### config.mk
export PLATFORM = sky130hd
export DESIGN_NAME = eth_ipv4_tcp_header_parser_core
export DESIGN_NICKNAME = d
export VERILOG_FILES = /design/src/ethp_pkg.sv /design/src/ethp_front.sv /design/src/ethp_queue.sv /design/src/ethp_back.sv /design/src/eth_ipv4_tcp_header_parser_core.sv
export SDC_FILE = /design/constraint.sdc
export NUM_CORES = 1
export LEC_CHECK = 0
export ABC_AREA = 1
export BUFFER_PORTS_ARGS = -buffer_cell sky130_fd_sc_hd__buf_2
export CORE_MARGIN = 5
export CORE_UTILIZATION = 55
export CTS_CLUSTER_DIAMETER = 120
export DETAILED_ROUTE_END_ITERATION = 16
export GPL_TIMING_DRIVEN = 0
export MAX_ROUTING_LAYER = met4
export PLACE_DENSITY = 0.69
export SLEW_MARGIN = 30
export SYNTH_ARGS = -nofsm -noshare
export SYNTH_HDL_FRONTEND = slang
export SYNTH_SLANG_ARGS = --single-unit
### constraint.sdc
create_clock -name clk -period 26.2 [get_ports clk]
set_input_delay 3.93 -clock clk [delete_from_list [all_inputs] [get_ports clk]]
set_output_delay 3.93 -clock clk [all_outputs]
set_load 0.01 [all_outputs]
### src/ethp_pkg.sv
package ethp_pkg;

  localparam int ETH_HEADER_BYTES = 14;

  localparam logic [6:0] EthHdr7 = 7'(ETH_HEADER_BYTES);
  localparam logic [7:0] EthHdr8 = 8'(ETH_HEADER_BYTES);
  localparam logic [6:0] MaxPos = 7'd127;
  localparam logic [3:0] MinHdrWords = 4'd5;

  localparam int QUEUE_DEPTH = 2;
  localparam int QUEUE_PTR_W = (QUEUE_DEPTH > 1) ? $clog2(QUEUE_DEPTH) : 1;
  localparam int QUEUE_CNT_W = $clog2(QUEUE_DEPTH + 1);

  localparam logic [7:0] PROTO_TCP = 8'd6;
  localparam logic [7:0] PROTO_UDP = 8'd17;
  localparam logic [7:0] PROTO_ICMP = 8'd1;
  localparam logic [7:0] PROTO_IP = 8'd0;

  localparam logic [2:0] ST_TCP_OK = 3'd0;
  localparam logic [2:0] ST_BAD_IP = 3'd1;
  localparam logic [2:0] ST_UDP = 3'd2;
  localparam logic [2:0] ST_ICMP = 3'd3;
  localparam logic [2:0] ST_IP = 3'd4;
  localparam logic [2:0] ST_OTHER = 3'd5;
  localparam logic [2:0] ST_BAD_TCP = 3'd6;
  localparam logic [2:0] ST_TRUNC = 3'd7;

  typedef struct packed {
    logic [7:0] frame_len;
    logic [3:0] ip_words;
    logic [3:0] tcp_words;
    logic [15:0] total_len;
    logic [47:0] dmac;
    logic [47:0] smac;
    logic [31:0] sip;
    logic [31:0] dip;
    logic [7:0] proto;
    logic [15:0] sport;
    logic [15:0] dport;
    logic [7:0] flags;
    logic [31:0] pkt_num;
  } frame_rec_t;

endpackage

### src/ethp_front.sv
module ethp_front (
  input  logic                clk,
  input  logic                rst,
  input  logic [7:0]          data_byte,
  input  logic                last_byte,
  input  logic                in_valid,
  output logic                in_ready,
  input  logic                q_full,
  output logic                push,
  output ethp_pkg::frame_rec_t rec
);

  logic [6:0] pos, pos_next;
  logic [3:0] ihl, ihl_next;
  logic [3:0] tcpw, tcpw_next;
  logic [15:0] total, total_next;
  logic [47:0] dmac, dmac_next;
  logic [47:0] smac, smac_next;
  logic [31:0] sip, sip_next;
  logic [31:0] dip, dip_next;
  logic [7:0] proto, proto_next;
  logic [15:0] sport, sport_next;
  logic [15:0] dport, dport_next;
  logic [7:0] flags, flags_next;
  logic [31:0] frame_cnt;

  logic accept;
  logic [6:0] ip_off;
  logic [6:0] ihl_bytes;
  logic [6:0] tcp_off;

  assign in_ready = !q_full;
  assign accept = in_valid && in_ready;
  assign push = accept && last_byte;

  assign ip_off = pos - ethp_pkg::EthHdr7;
  assign ihl_bytes = {1'b0, ihl, 2'b00};
  assign tcp_off = ip_off - ihl_bytes;

  always_comb begin
    ihl_next = ihl;
    tcpw_next = tcpw;
    total_next = total;
    dmac_next = dmac;
    smac_next = smac;
    sip_next = sip;
    dip_next = dip;
    proto_next = proto;
    sport_next = sport;
    dport_next = dport;
    flags_next = flags;

    if (pos < 7'd6) begin
      dmac_next[{3'(3'd5 - pos[2:0]), 3'b000} +: 8] = data_byte;
    end else if (pos < 7'd12) begin
      smac_next[{3'(7'd11 - pos), 3'b000} +: 8] = data_byte;
    end

    if (pos >= ethp_pkg::EthHdr7) begin
      if (ip_off == 7'd0) begin
        ihl_next = data_byte[3:0];
      end else if (ip_off == 7'd2) begin
        total_next[15:8] = data_byte;
      end else if (ip_off == 7'd3) begin
        total_next[7:0] = data_byte;
      end else if (ip_off == 7'd9) begin
        proto_next = data_byte;
      end else if (ip_off >= 7'd12 && ip_off <= 7'd15) begin
        sip_next[{2'(7'd15 - ip_off), 3'b000} +: 8] = data_byte;
      end else if (ip_off >= 7'd16 && ip_off <= 7'd19) begin
        dip_next[{2'(7'd19 - ip_off), 3'b000} +: 8] = data_byte;
      end

      if (ihl >= ethp_pkg::MinHdrWords && ip_off >= ihl_bytes) begin
        if (tcp_off <= 7'd1) begin
          sport_next[{~tcp_off[0], 3'b000} +: 8] = data_byte;
        end else if (tcp_off <= 7'd3) begin
          dport_next[{~tcp_off[0], 3'b000} +: 8] = data_byte;
        end else if (tcp_off == 7'd12) begin
          tcpw_next = data_byte[7:4];
        end else if (tcp_off == 7'd13) begin
          flags_next = data_byte;
        end
      end
    end

    pos_next = (pos < ethp_pkg::MaxPos) ? pos + 7'd1 : ethp_pkg::MaxPos;
  end

  always_comb begin
    rec.frame_len = {1'b0, pos} + 8'd1;
    rec.ip_words = ihl_next;
    rec.tcp_words = tcpw_next;
    rec.total_len = total_next;
    rec.dmac = dmac_next;
    rec.smac = smac_next;
    rec.sip = sip_next;
    rec.dip = dip_next;
    rec.proto = proto_next;
    rec.sport = sport_next;
    rec.dport = dport_next;
    rec.flags = flags_next;
    rec.pkt_num = frame_cnt;
  end

  always_ff @(posedge clk) begin
    if (rst || push) begin
      pos <= '0;
      ihl <= '0;
      tcpw <= '0;
      total <= '0;
      dmac <= '0;
      smac <= '0;
      sip <= '0;
      dip <= '0;
      proto <= '0;
      sport <= '0;
      dport <= '0;
      flags <= '0;
    end else if (accept) begin
      pos <= pos_next;
      ihl <= ihl_next;
      tcpw <= tcpw_next;
      total <= total_next;
      dmac <= dmac_next;
      smac <= smac_next;
      sip <= sip_next;
      dip <= dip_next;
      proto <= proto_next;
      sport <= sport_next;
      dport <= dport_next;
      flags <= flags_next;
    end
  end

  always_ff @(posedge clk) begin
    if (rst) begin
      frame_cnt <= 32'd1;
    end else if (push) begin
      frame_cnt <= frame_cnt + 32'd1;
    end
  end

endmodule

### src/ethp_queue.sv
module ethp_queue (
  input  logic                 clk,
  input  logic                 rst,
  input  logic                 push,
  input  ethp_pkg::frame_rec_t rec_in,
  output logic                 full,
  input  logic                 pop,
  output logic                 valid,
  output ethp_pkg::frame_rec_t rec_out
);

  ethp_pkg::frame_rec_t entries [ethp_pkg::QUEUE_DEPTH];
  logic [ethp_pkg::QUEUE_PTR_W-1:0] wr_ptr;
  logic [ethp_pkg::QUEUE_PTR_W-1:0] rd_ptr;
  logic [ethp_pkg::QUEUE_CNT_W-1:0] count;
  logic do_push;
  logic do_pop;

  localparam logic [ethp_pkg::QUEUE_PTR_W-1:0] LastIdx =
    ethp_pkg::QUEUE_PTR_W'(ethp_pkg::QUEUE_DEPTH - 1);
  localparam logic [ethp_pkg::QUEUE_CNT_W-1:0] DepthCnt =
    ethp_pkg::QUEUE_CNT_W'(ethp_pkg::QUEUE_DEPTH);
  localparam logic [ethp_pkg::QUEUE_CNT_W-1:0] OneCnt =
    ethp_pkg::QUEUE_CNT_W'(1);

  assign full = (count == DepthCnt);
  assign valid = (count != '0);
  assign rec_out = entries[rd_ptr];
  assign do_push = push && !full;
  assign do_pop = pop && valid;

  always_ff @(posedge clk) begin
    if (do_push) begin
      entries[wr_ptr] <= rec_in;
    end
  end

  always_ff @(posedge clk) begin
    if (rst) begin
      wr_ptr <= '0;
      rd_ptr <= '0;
      count <= '0;
    end else begin
      if (do_push) begin
        wr_ptr <= (wr_ptr == LastIdx) ? '0 : wr_ptr + 1'b1;
      end
      if (do_pop) begin
        rd_ptr <= (rd_ptr == LastIdx) ? '0 : rd_ptr + 1'b1;
      end
      case ({do_push, do_pop})
        2'b10: count <= count + OneCnt;
        2'b01: count <= count - OneCnt;
        default: count <= count;
      endcase
    end
  end

endmodule

### src/ethp_back.sv
module ethp_back (
  input  logic                 clk,
  input  logic                 rst,
  input  logic                 q_valid,
  input  ethp_pkg::frame_rec_t rec,
  output logic                 pop,
  output logic                 out_valid,
  input  logic                 out_ready,
  output logic [2:0]           status,
  output logic [47:0]          dest_mac,
  output logic [47:0]          source_mac,
  output logic [31:0]          source_ip,
  output logic [31:0]          dest_ip,
  output logic [7:0]           protocol_number,
  output logic [15:0]          source_port,
  output logic [15:0]          dest_port,
  output logic [7:0]           tcp_flag_bits,
  output logic [15:0]          payload_length,
  output logic [31:0]          packet_number
);

  logic [2:0] st;
  logic [7:0] tcp_need;
  logic [6:0] hdr_bytes;
  logic [15:0] hdr16;
  logic [15:0] pay_len;

  assign pop = q_valid && (!out_valid || out_ready);

  assign tcp_need = ethp_pkg::EthHdr8 + {2'b00, rec.ip_words, 2'b00} + 8'd14;
  assign hdr_bytes = {1'b0, rec.ip_words, 2'b00} + {1'b0, rec.tcp_words, 2'b00};
  assign hdr16 = {9'd0, hdr_bytes};
  assign pay_len = (rec.total_len > hdr16) ? rec.total_len - hdr16 : 16'd0;

  always_comb begin
    if (rec.frame_len <= ethp_pkg::EthHdr8) begin
      st = ethp_pkg::ST_TRUNC;
    end else if (rec.ip_words < ethp_pkg::MinHdrWords) begin
      st = ethp_pkg::ST_BAD_IP;
    end else if (rec.frame_len < ethp_pkg::EthHdr8 + 8'd20) begin
      st = ethp_pkg::ST_TRUNC;
    end else if (rec.proto != ethp_pkg::PROTO_TCP) begin
      if (rec.proto == ethp_pkg::PROTO_UDP) begin
        st = ethp_pkg::ST_UDP;
      end else if (rec.proto == ethp_pkg::PROTO_ICMP) begin
        st = ethp_pkg::ST_ICMP;
      end else if (rec.proto == ethp_pkg::PROTO_IP) begin
        st = ethp_pkg::ST_IP;
      end else begin
        st = ethp_pkg::ST_OTHER;
      end
    end else if (rec.frame_len < tcp_need) begin
      st = ethp_pkg::ST_TRUNC;
    end else if (rec.tcp_words < ethp_pkg::MinHdrWords) begin
      st = ethp_pkg::ST_BAD_TCP;
    end else begin
      st = ethp_pkg::ST_TCP_OK;
    end
  end

  always_ff @(posedge clk) begin
    if (rst) begin
      out_valid <= 1'b0;
    end else if (pop) begin
      out_valid <= 1'b1;
    end else if (out_ready) begin
      out_valid <= 1'b0;
    end
  end

  always_ff @(posedge clk) begin
    if (pop) begin
      status <= st;
      packet_number <= rec.pkt_num;
      if (st != ethp_pkg::ST_TRUNC) begin
        dest_mac <= rec.dmac;
        source_mac <= rec.smac;
      end else begin
        dest_mac <= '0;
        source_mac <= '0;
      end
      if (st != ethp_pkg::ST_TRUNC && st != ethp_pkg::ST_BAD_IP) begin
        source_ip <= rec.sip;
        dest_ip <= rec.dip;
        protocol_number <= rec.proto;
      end else begin
        source_ip <= '0;
        dest_ip <= '0;
        protocol_number <= '0;
      end
      if (st == ethp_pkg::ST_TCP_OK) begin
        source_port <= rec.sport;
        dest_port <= rec.dport;
        tcp_flag_bits <= rec.flags;
        payload_length <= pay_len;
      end else begin
        source_port <= '0;
        dest_port <= '0;
        tcp_flag_bits <= '0;
        payload_length <= '0;
      end
    end
  end

endmodule

### src/eth_ipv4_tcp_header_parser_core.sv
// Frame header parser: takes one frame byte per clock while in_ready is high, with last_byte
// marking the end, and returns one result per frame. The byte capture logic hands each
// finished frame to a two-entry queue, and a classifier with an output register drains it,
// so in_ready drops only when both queue entries are held, which happens only after the
// output register has waited on out_ready; with out_ready high and the queue not full the
// block takes a byte and can deliver a result every cycle, even for back-to-back one-byte frames.
module eth_ipv4_tcp_header_parser_core (
  input  logic        clk,
  input  logic        rst,
  input  logic        in_valid,
  output logic        in_ready,
  input  logic [7:0]  data_byte,
  input  logic        last_byte,
  output logic        out_valid,
  input  logic        out_ready,
  output logic [2:0]  status,
  output logic [47:0] dest_mac,
  output logic [47:0] source_mac,
  output logic [31:0] source_ip,
  output logic [31:0] dest_ip,
  output logic [7:0]  protocol_number,
  output logic [15:0] source_port,
  output logic [15:0] dest_port,
  output logic [7:0]  tcp_flag_bits,
  output logic [15:0] payload_length,
  output logic [31:0] packet_number
);

  ethp_pkg::frame_rec_t front_rec;
  ethp_pkg::frame_rec_t back_rec;
  logic q_full;
  logic q_push;
  logic q_valid;
  logic q_pop;

  ethp_front u_front (
    .clk       (clk),
    .rst       (rst),
    .data_byte (data_byte),
    .last_byte (last_byte),
    .in_valid  (in_valid),
    .in_ready  (in_ready),
    .q_full    (q_full),
    .push      (q_push),
    .rec       (front_rec)
  );

  ethp_queue u_queue (
    .clk     (clk),
    .rst     (rst),
    .push    (q_push),
    .rec_in  (front_rec),
    .full    (q_full),
    .pop     (q_pop),
    .valid   (q_valid),
    .rec_out (back_rec)
  );

  ethp_back u_back (
    .clk             (clk),
    .rst             (rst),
    .q_valid         (q_valid),
    .rec             (back_rec),
    .pop             (q_pop),
    .out_valid       (out_valid),
    .out_ready       (out_ready),
    .status          (status),
    .dest_mac        (dest_mac),
    .source_mac      (source_mac),
    .source_ip       (source_ip),
    .dest_ip         (dest_ip),
    .protocol_number (protocol_number),
    .source_port     (source_port),
    .dest_port       (dest_port),
    .tcp_flag_bits   (tcp_flag_bits),
    .payload_length  (payload_length),
    .packet_number   (packet_number)
  );

  assert property (@(posedge clk) rst |=> in_ready)
    else $error("input not ready after reset");

  assert property (@(posedge clk) disable iff (rst)
    out_valid && status != ethp_pkg::ST_TCP_OK |->
      payload_length == 16'd0 && source_port == 16'd0 && dest_port == 16'd0)
    else $error("TCP fields set on a non-TCP result");

  assert property (@(posedge clk) disable iff (rst)
    out_valid && (status == ethp_pkg::ST_BAD_IP || status == ethp_pkg::ST_TRUNC) |->
      source_ip == 32'd0 && dest_ip == 32'd0 && protocol_number == 8'd0)
    else $error("IP fields set on a result without a usable IP header");

  assert property (@(posedge clk) disable iff (rst)
    out_valid && status == ethp_pkg::ST_TRUNC |->
      dest_mac == 48'd0 && source_mac == 48'd0)
    else $error("MAC fields set on a truncated result");

endmodule

==> results of run 1 <==
==> routing by layer <==
| layer | global-route usage | vias to the layer above |
|---|---|---|
| met3 | 0.0397 | 227 |
| met1 | 0.348 | 15653 |
| met4 | 0.0904 | 0 |
| li1 | - | 16013 |
| met2 | 0.427 | 1154 |
| met5 | - | - |
==> state kept, by name, indices dropped and copies added (netlist names), 48 cells and up, named ones only <==
signal	count
u_queue.entries	544
u_back.dest_mac	48
u_back.source_mac	48
u_front.dmac	48
u_front.smac	48
==> power by group <==
group	switching (uW)	internal (uW)	total, uW
clock network	662	888	1550
logic	1190	565	1750
registers	89.2	2290	2370
==> area by class of cell <==
cell class	instances	area share
sequential	1080	0.558
antenna	2	0.0000941
multi-input combinational	2723	0.242
tap	1070	0.0252
inverter	614	0.0434
timing repair buffer	312	0.0463
buffer	215	0.0183
clock inverter	74	0.0137
clock buffer	126	0.0534
==> placed cells by master (no fill, tap or decap), types with 6 or more instances in the layout <==
cell type / netlist / layout
or2_2: 6 / 6
clkbuf_2: 0 / 10
buf_2: 37 / 304
xor2_1: 23 / 23
nand3_1: 122 / 122
dfxtp_1: 277 / 277
buf_6: 8 / 8
ha_1: 35 / 35
a21oi_1: 168 / 167
clkinv_2: 0 / 21
nand2_1: 1237 / 1237
nor4_4: 7 / 7
clkinv_1: 2 / 22
nor3_1: 81 / 81
bufinv_16: 0 / 11
edfxtp_1: 803 / 803
buf_16: 0 / 36
inv_1: 562 / 562
inv_2: 50 / 50
nand4_1: 45 / 45
buf_4: 13 / 13
clkbuf_16: 0 / 109
nor2_1: 442 / 440
clkbuf_1: 139 / 141
o21ai_0: 330 / 330
clkinvlp_4: 0 / 8
buf_1: 18 / 18
xnor2_1: 13 / 13
o211ai_1: 8 / 8
mux2i_1: 106 / 106
o21ai_1: 52 / 52
buf_8: 0 / 9
==> kinds of logic after synthesis <==
family,Yosys count,share of synthesized area
mux,106,0.0232
xor+xnor,36,0.00689
buf+inv,829,0.0714
compound gates,572,0.0639
simple gates,1970,0.175
flops,1080,0.648
other cells,1,0.0000820
fa+ha+maj,38,0.0109
==> through the flow <==
| stage | total power, uW | utilization | instance area (um^2) |
|---|---|---|---|
| 3_3_place_gp | 4240 | 0.589 | 48400 |
| 6_report | 5680 | 0.646 | 53200 |
| 4_1_cts | 5710 | 0.646 | 53200 |
| 5_1_grt | 5980 | 0.646 | 53200 |
| 2_1_floorplan | 3590 | - | 45700 |
| 3_5_place_dp | 4160 | 0.603 | 49600 |
==> worst paths after layout <==
kind | start | endpoint | slack (ns) | depth (start not counted)
setup / recovery | in_valid | u_queue.entries[1][140]$_DFFE_PP_ | 19.58 | 12
hold / removal | u_front.frame_cnt[13]$_SDFFE_PP0P_ | u_queue.entries[0][13]$_DFFE_PP_ | 0.46 | 0
setup reg to reg | register | u_back.source_ip[30]$_SDFFCE_PN0P_ | 20.91 | 26
hold reg to reg | u_front.frame_cnt[13]$_SDFFE_PP0P_ | u_queue.entries[0][13]$_DFFE_PP_ | 0.46 | 0
==> cells in the mapped netlist (3+ instances only) <==
library cell	count
a211oi_1	5
a21oi_1	168
a221oi_1	3
buf_1	18
buf_2	37
buf_4	13
buf_6	8
clkbuf_1	139
dfxtp_1	277
edfxtp_1	803
fa_1	3
ha_1	35
inv_1	562
inv_2	50
mux2i_1	106
nand2_1	1237
nand2_2	4
nand3_1	122
nand3_2	3
nand4_1	45
nor2_1	442
nor2_2	5
nor3_1	81
nor3b_1	3
nor4_4	7
o211ai_1	8
o21a_1	3
o21ai_0	330
o21ai_1	52
or2_1	3
or2_2	6
xnor2_1	13
xor2_1	23
==> impl_metrics.xml, run 1 <==
<?xml version="1.0" encoding="UTF-8"?>
<metrics>
  <group name="clocking">
    <metric name="post_cts_hold_buffer_count" unit="">0</metric>
    <metric name="numClockSinks" unit="">1080</metric>
    <metric name="clk_root_buffer_cell" unit="">clkbuf_16</metric>
    <metric name="cts_tree" unit="">built</metric>
    <metric name="clk-insertion-delay-late" unit="ns">0.69</metric>
    <metric name="cts_made_buffers" unit="">108</metric>
    <metric name="cts_resized" unit="">0</metric>
    <metric name="htree_depth" unit="">3</metric>
    <metric name="max-clock-path-buffers" unit="">3</metric>
    <metric name="clock_pin_slew_worst_setup_and_hold_paths" unit="ns">0.06</metric>
    <metric name="post-cts-setup-buffer-count" unit="">0</metric>
  </group>
  <group name="floorplan">
    <metric name="std_cell_rows" unit="">105</metric>
    <metric name="boundaryPins" unit="">274</metric>
    <metric name="placeableCoreArea" unit="mm^2">0.0822</metric>
    <metric name="die_height" unit="um">298</metric>
    <metric name="die-area" unit="mm^2">0.0890</metric>
    <metric name="dieWidth" unit="um">298</metric>
    <metric name="floorplan.initialDensity" unit="">0.556</metric>
  </group>
  <group name="global_route">
    <metric name="grt_pass1_wl" unit="mm">179</metric>
    <metric name="maximum_number_of_pins_on_one_net_before_global_route_repair" unit="">24</metric>
    <metric name="grt_pass1_vias" unit="">31247</metric>
    <metric name="number_of_antenna_violations_at_the_first_check_in_global_routing" unit="">4</metric>
    <metric name="global_route.overflow_total" unit="">0</metric>
    <metric name="global_route.usage.total" unit="">0.264</metric>
  </group>
  <group name="route">
    <metric name="postRouteAntennaNets" unit="">0</metric>
    <metric name="m1_wl" unit="mm">48.9</metric>
    <metric name="drt-total-wl" unit="mm">118</metric>
    <metric name="met3WireLength" unit="mm">8.36</metric>
    <metric name="avgViaCountPerCell" unit="">5.32</metric>
    <metric name="detail_route.wl_per_cell" unit="um">18.9</metric>
    <metric name="dr.pass1.iters" unit="">6</metric>
    <metric name="detailroute.via_count" unit="">33047</metric>
    <metric name="top_layer" unit="">met4</metric>
    <metric name="post-route-drc-count" unit="">0</metric>
    <metric name="wl_met2" unit="mm">56.2</metric>
    <metric name="drt_iter0_drc" unit="">3249</metric>
  </group>
  <group name="power">
    <metric name="power_leakage" unit="uW">0.0231</metric>
    <metric name="power-per-cell-area" unit="mW/mm^2">107</metric>
    <metric name="vdd.ir_drop.worst" unit="mV">0.0949</metric>
  </group>
  <group name="finish">
    <metric name="flow.area_growth_from_synthesis" unit="%">16.2</metric>
    <metric name="register_area" unit="mm^2">0.0297</metric>
    <metric name="nNetsFinal" unit="">5105</metric>
    <metric name="post_layout_nonfiller_instances" unit="">6216</metric>
    <metric name="drive_above_1_share" unit="">0.123</metric>
    <metric name="multiInputGateArea" unit="mm^2">0.0128</metric>
    <metric name="filler_cell_count" unit="">6468</metric>
  </group>
  <group name="place">
    <metric name="post-dp-hpwl" unit="mm">84.7</metric>
    <metric name="port_buffers" unit="">267</metric>
    <metric name="post-place-cells" unit="">6014</metric>
    <metric name="place_worst_setup_slack" unit="ns">18.92</metric>
    <metric name="gp_congestion" unit="">0.988</metric>
  </group>
  <group name="worst_setup_path">
    <metric name="cp_max_fo" unit="">23</metric>
    <metric name="worstPathArrival" unit="ns">7.04</metric>
    <metric name="worstPathBufferInverterCount" unit="">9</metric>
    <metric name="critical_path_class" unit="">in2reg</metric>
    <metric name="crit_path_cell_trace" unit="">buf_2 -&gt; nand2_1 -&gt; clkinv_1 -&gt; nand2_1 -&gt; buf_1 -&gt; nor2_4 -&gt; buf_16 -&gt; buf_16 -&gt; buf_16 -&gt; buf_16 -&gt; buf_16 -&gt; buf_16</metric>
    <metric name="timing.critical_path.mode_cell" unit="">buf_16</metric>
    <metric name="critical_path_top_delay_cell" unit="">clkinv_1</metric>
    <metric name="largest_delay_contributor_family_on_the_critical_path" unit="">buffers and inverters</metric>
    <metric name="timing.critical_path.from_type" unit="">primary input</metric>
    <metric name="critical_path_end_type" unit="">register</metric>
    <metric name="worst-endpoint-required" unit="ns">26.62</metric>
    <metric name="timing.critical_path.slowest_cell_delay" unit="ns">0.52</metric>
  </group>
  <group name="sta">
    <metric name="slew_headroom" unit="">0.309</metric>
    <metric name="final_max_slew_viol_count" unit="">0</metric>
    <metric name="finalCriticalPeriod" unit="ns">6.62</metric>
    <metric name="setup_viol_count_final" unit="">0</metric>
    <metric name="hold_viol" unit="">0</metric>
    <metric name="fmax" unit="MHz">151</metric>
    <metric name="grt_setup_unrepaired" unit="">no</metric>
    <metric name="timing.final.ws_setup" unit="ns">19.58</metric>
    <metric name="timing.clock.skew" unit="ns">0.0337</metric>
    <metric name="min_period_over_period" unit="">0.253</metric>
    <metric name="hold_ws" unit="ns">0.460</metric>
    <metric name="tightest_slew" unit="ns">1.04</metric>
    <metric name="total_negative_setup_slacks" unit="ns">0</metric>
  </group>
  <group name="logic_synthesis">
    <metric name="netlist_area" unit="mm^2">0.0457</metric>
    <metric name="yosys_register_bits" unit="">1080</metric>
    <metric name="netlist.area_leader.share" unit="">0.527</metric>
    <metric name="synth_cell_types" unit="">47</metric>
    <metric name="cells_taking_the_most_area_after_synthesis" unit="">edfxtp_1 (53%), dfxtp_1 (12%), nand2_1 (10%), inv_1 (4.6%), nor2_1 (3.6%)</metric>
    <metric name="syn-num-nets" unit="">4683</metric>
    <metric name="synth.yosys.warnings" unit="">0</metric>
    <metric name="syn-mean-instance-area" unit="um^2">9.88</metric>
    <metric name="seq_area_frac_synth" unit="">0.648</metric>
    <metric name="ys_async_sr_fraction" unit="">0</metric>
    <metric name="syn-instance-count" unit="">4632</metric>
    <metric name="count_of_flip_flops_with_a_built_in_enable_after_synthesis" unit="">803</metric>
    <metric name="postSynth.topFlopCell" unit="">edfxtp_1</metric>
    <metric name="synth_top_area_cell" unit="">edfxtp_1</metric>
  </group>
  <group name="status">
    <metric name="outcome" unit="">completed</metric>
  </group>
  <group name="min_path">
    <metric name="hold_path.class" unit="">reg2reg</metric>
  </group>
  <group name="job">
    <metric name="drv_cap" unit="">0</metric>
  </group>
</metrics>
(Power assumes the default switching activity.)
==> run 2: changes to the inputs <==
- clock period: 26.2 -> 6.6 ns (I/O delays scaled with it)
==> run 2 against run 1 <==
Compared with the run above: non-clock buffer count is 2 lower; register-to-register slack worse by 20 ns; core utilization hardly changed; first-iteration DRC count is 3.4% higher; sequential share of layout area hardly changed; critical path depth is 14 higher; power grew to 4.0 times the previous value; worst hold slack better by 0.015 ns; via count is 0.24% higher; largest cell class unchanged; largest power group unchanged.
==> impl_metrics.xml, run 2 (synthesis results as in run 1) <==
<?xml version="1.0" encoding="UTF-8"?>
<metrics>
  <group name="status">
    <metric name="outcome" unit="">completed</metric>
  </group>
  <group name="clocking">
    <metric name="max-clock-path-buffers" unit="">3</metric>
    <metric name="post_cts_hold_buffer_count" unit="">0</metric>
    <metric name="htree_depth" unit="">3</metric>
    <metric name="cts_tree" unit="">built</metric>
    <metric name="clk_root_buffer_cell" unit="">clkbuf_16</metric>
    <metric name="numClockSinks" unit="">1080</metric>
    <metric name="clock_pin_slew_worst_setup_and_hold_paths" unit="ns">0.06</metric>
    <metric name="post-cts-setup-buffer-count" unit="">0</metric>
    <metric name="cts_made_buffers" unit="">107</metric>
    <metric name="cts_resized" unit="">0</metric>
    <metric name="clk-insertion-delay-late" unit="ns">0.68</metric>
  </group>
  <group name="sta">
    <metric name="timing.final.ws_setup" unit="ns">1.35</metric>
    <metric name="timing.clock.skew" unit="ns">0.0241</metric>
    <metric name="finalCriticalPeriod" unit="ns">5.25</metric>
    <metric name="tightest_slew" unit="ns">1.02</metric>
    <metric name="total_negative_setup_slacks" unit="ns">0</metric>
    <metric name="grt_setup_unrepaired" unit="">no</metric>
    <metric name="final_max_slew_viol_count" unit="">0</metric>
    <metric name="min_period_over_period" unit="">0.796</metric>
    <metric name="setup_viol_count_final" unit="">0</metric>
    <metric name="hold_viol" unit="">0</metric>
    <metric name="slew_headroom" unit="">0.320</metric>
    <metric name="fmax" unit="MHz">190</metric>
  </group>
  <group name="place">
    <metric name="gp_congestion" unit="">0.969</metric>
    <metric name="post-dp-hpwl" unit="mm">84.0</metric>
    <metric name="port_buffers" unit="">267</metric>
    <metric name="place_worst_setup_slack" unit="ns">1.34</metric>
  </group>
  <group name="route">
    <metric name="dr.pass1.iters" unit="">6</metric>
    <metric name="avgViaCountPerCell" unit="">5.33</metric>
    <metric name="detailroute.via_count" unit="">33126</metric>
    <metric name="drt-total-wl" unit="mm">116</metric>
    <metric name="detail_route.wl_per_cell" unit="um">18.7</metric>
    <metric name="drt_iter0_drc" unit="">3361</metric>
    <metric name="postRouteAntennaNets" unit="">0</metric>
    <metric name="post-route-drc-count" unit="">0</metric>
  </group>
  <group name="global_route">
    <metric name="global_route.overflow_total" unit="">0</metric>
    <metric name="number_of_antenna_violations_at_the_first_check_in_global_routing" unit="">7</metric>
    <metric name="grt_pass1_wl" unit="mm">178</metric>
    <metric name="global_route.usage.total" unit="">0.262</metric>
    <metric name="maximum_number_of_pins_on_one_net_before_global_route_repair" unit="">24</metric>
    <metric name="grt_pass1_vias" unit="">30934</metric>
  </group>
  <group name="floorplan">
    <metric name="placeableCoreArea" unit="mm^2">0.0822</metric>
    <metric name="die-area" unit="mm^2">0.0890</metric>
    <metric name="floorplan.initialDensity" unit="">0.556</metric>
    <metric name="dieWidth" unit="um">298</metric>
    <metric name="die_height" unit="um">298</metric>
    <metric name="std_cell_rows" unit="">105</metric>
    <metric name="boundaryPins" unit="">274</metric>
  </group>
  <group name="worst_setup_path">
    <metric name="timing.critical_path.from_type" unit="">register</metric>
    <metric name="largest_delay_contributor_family_on_the_critical_path" unit="">simple AND/OR/NAND/NOR gates</metric>
    <metric name="timing.critical_path.mode_cell" unit="">nand2_1</metric>
    <metric name="worst-endpoint-required" unit="ns">7.01</metric>
    <metric name="critical_path_top_delay_cell" unit="">clkbuf_1</metric>
    <metric name="worstPathBufferInverterCount" unit="">7</metric>
    <metric name="critical_path_class" unit="">reg2reg</metric>
    <metric name="r2r_end" unit="">u_back.source_ip[29]$_SDFFCE_PN0P_</metric>
    <metric name="cp_max_fo" unit="">10</metric>
    <metric name="critical_path_end_type" unit="">register</metric>
    <metric name="register_to_register_setup_slack" unit="ns">1.35</metric>
    <metric name="worstPathArrival" unit="ns">5.66</metric>
    <metric name="timing.critical_path.slowest_cell_delay" unit="ns">0.56</metric>
    <metric name="rr_worst_depth" unit="">26</metric>
  </group>
  <group name="finish">
    <metric name="leading_cell_type_in_the_layout_fill_and_taps_excluded" unit="">nand2_1</metric>
    <metric name="max_flop_register" unit="">u_queue.entries</metric>
    <metric name="filler_cell_count" unit="">6509</metric>
    <metric name="nNetsFinal" unit="">5102</metric>
    <metric name="mostFrequentLayoutCells" unit="">nand2_1 (1237), edfxtp_1 (803), inv_1 (562), nor2_1 (440), o21ai_0 (330)</metric>
    <metric name="largest_register_ff_count" unit="">544</metric>
    <metric name="flow.area_growth_from_synthesis" unit="%">16.2</metric>
    <metric name="drive_above_1_share" unit="">0.123</metric>
    <metric name="layout.core_utilization" unit="">0.647</metric>
  </group>
  <group name="power">
    <metric name="power_leakage" unit="uW">0.0231</metric>
    <metric name="finalPower" unit="uW">22600</metric>
    <metric name="vdd.ir_drop.worst" unit="mV">0.286</metric>
    <metric name="power-per-cell-area" unit="mW/mm^2">424</metric>
  </group>
  <group name="min_path">
    <metric name="timing.hold.worst.start" unit="">u_front.dmac[39]$_SDFFE_PP0P_</metric>
    <metric name="timing.hold.worst_path_depth" unit="">2</metric>
    <metric name="hold_path.class" unit="">reg2reg</metric>
    <metric name="whs_endpoint" unit="">u_front.dmac[39]$_SDFFE_PP0P_</metric>
  </group>
  <group name="job">
    <metric name="drv_cap" unit="">0</metric>
  </group>
</metrics>
[run 2: power by group]
part	internal, uW	switching [uW]
Combinational	2220	4680
Clock	3590	2630
Sequential	9070	359
[run 2: stage by stage]
step	hold WS [ns]	instance area, um^2	instances
floorplan	0.426	45800	4632
global placement	0.436	48400	5969
detailed placement	0.453	49500	6012
CTS	0.466	53200	6216
global route	0.500	53200	6218
finish	0.475	53200	6218
[run 2: how the worst max path moves through the flow]
| stage | to | slack [ns] | depth (start not counted) |
|---|---|---|---|
| detailed placement | u_back.source_ip[29]$_SDFFCE_PN0P_ | 1.34 | 26 |
| global placement | u_queue.entries[0][97]$_DFFE_PP_ | -7.31 | 6 |
| CTS | u_back.source_ip[29]$_SDFFCE_PN0P_ | 1.29 | 26 |
| global route | u_back.source_ip[29]$_SDFFCE_PN0P_ | 1.09 | 26 |
| floorplan | u_queue.entries[1][0]$_DFFE_PP_ | -2.48 | 5 |
| finish | u_back.source_ip[29]$_SDFFCE_PN0P_ | 1.35 | 26 |
[run 2: cell type report]
type	count	area [um^2]	share of cell area
well taps	1070	1340	0.0252
clock buffers	137	2880	0.0542
multi-input cells	2723	12800	0.242
inverters	614	2300	0.0433
plain buffers	215	975	0.0183
repair buffers	310	2410	0.0453
clock inverters	67	757	0.0142
diodes	2	5.00	0.0000941
flip-flops and latches	1080	29700	0.558
[run 2: metal layers]
layer | share of wire | GRT usage | up-vias
met3 | 0.070 | 0.0345 | 251
met5 | 0 | - | -
li1 | - | - | 16008
met4 | 0.039 | 0.0943 | 0
met2 | 0.47 | 0.419 | 1222
met1 | 0.42 | 0.350 | 15645
[run 2: worst register-to-register path: stages (launching register included)]
cell and delay [ns]:
dfxtp_1 0.34, buf_4 0.18, inv_2 0.08, buf_6 0.15
buf_6 0.16, clkbuf_1 0.56, or2_2 0.22, o21ai_0 0.15
ha_1 0.28, xor2_1 0.16, inv_1 0.09, ha_1 0.19
xor2_1 0.16, ha_1 0.27, nand2_1 0.10, a21oi_1 0.05
nor2_1 0.08, nand2_1 0.09, nand2_1 0.08, nand2_1 0.06
nand3_1 0.08, nand2_1 0.12, nand2_1 0.19, nand3_2 0.30
nand2_2 0.44, buf_4 0.30, nor2_1 0.11
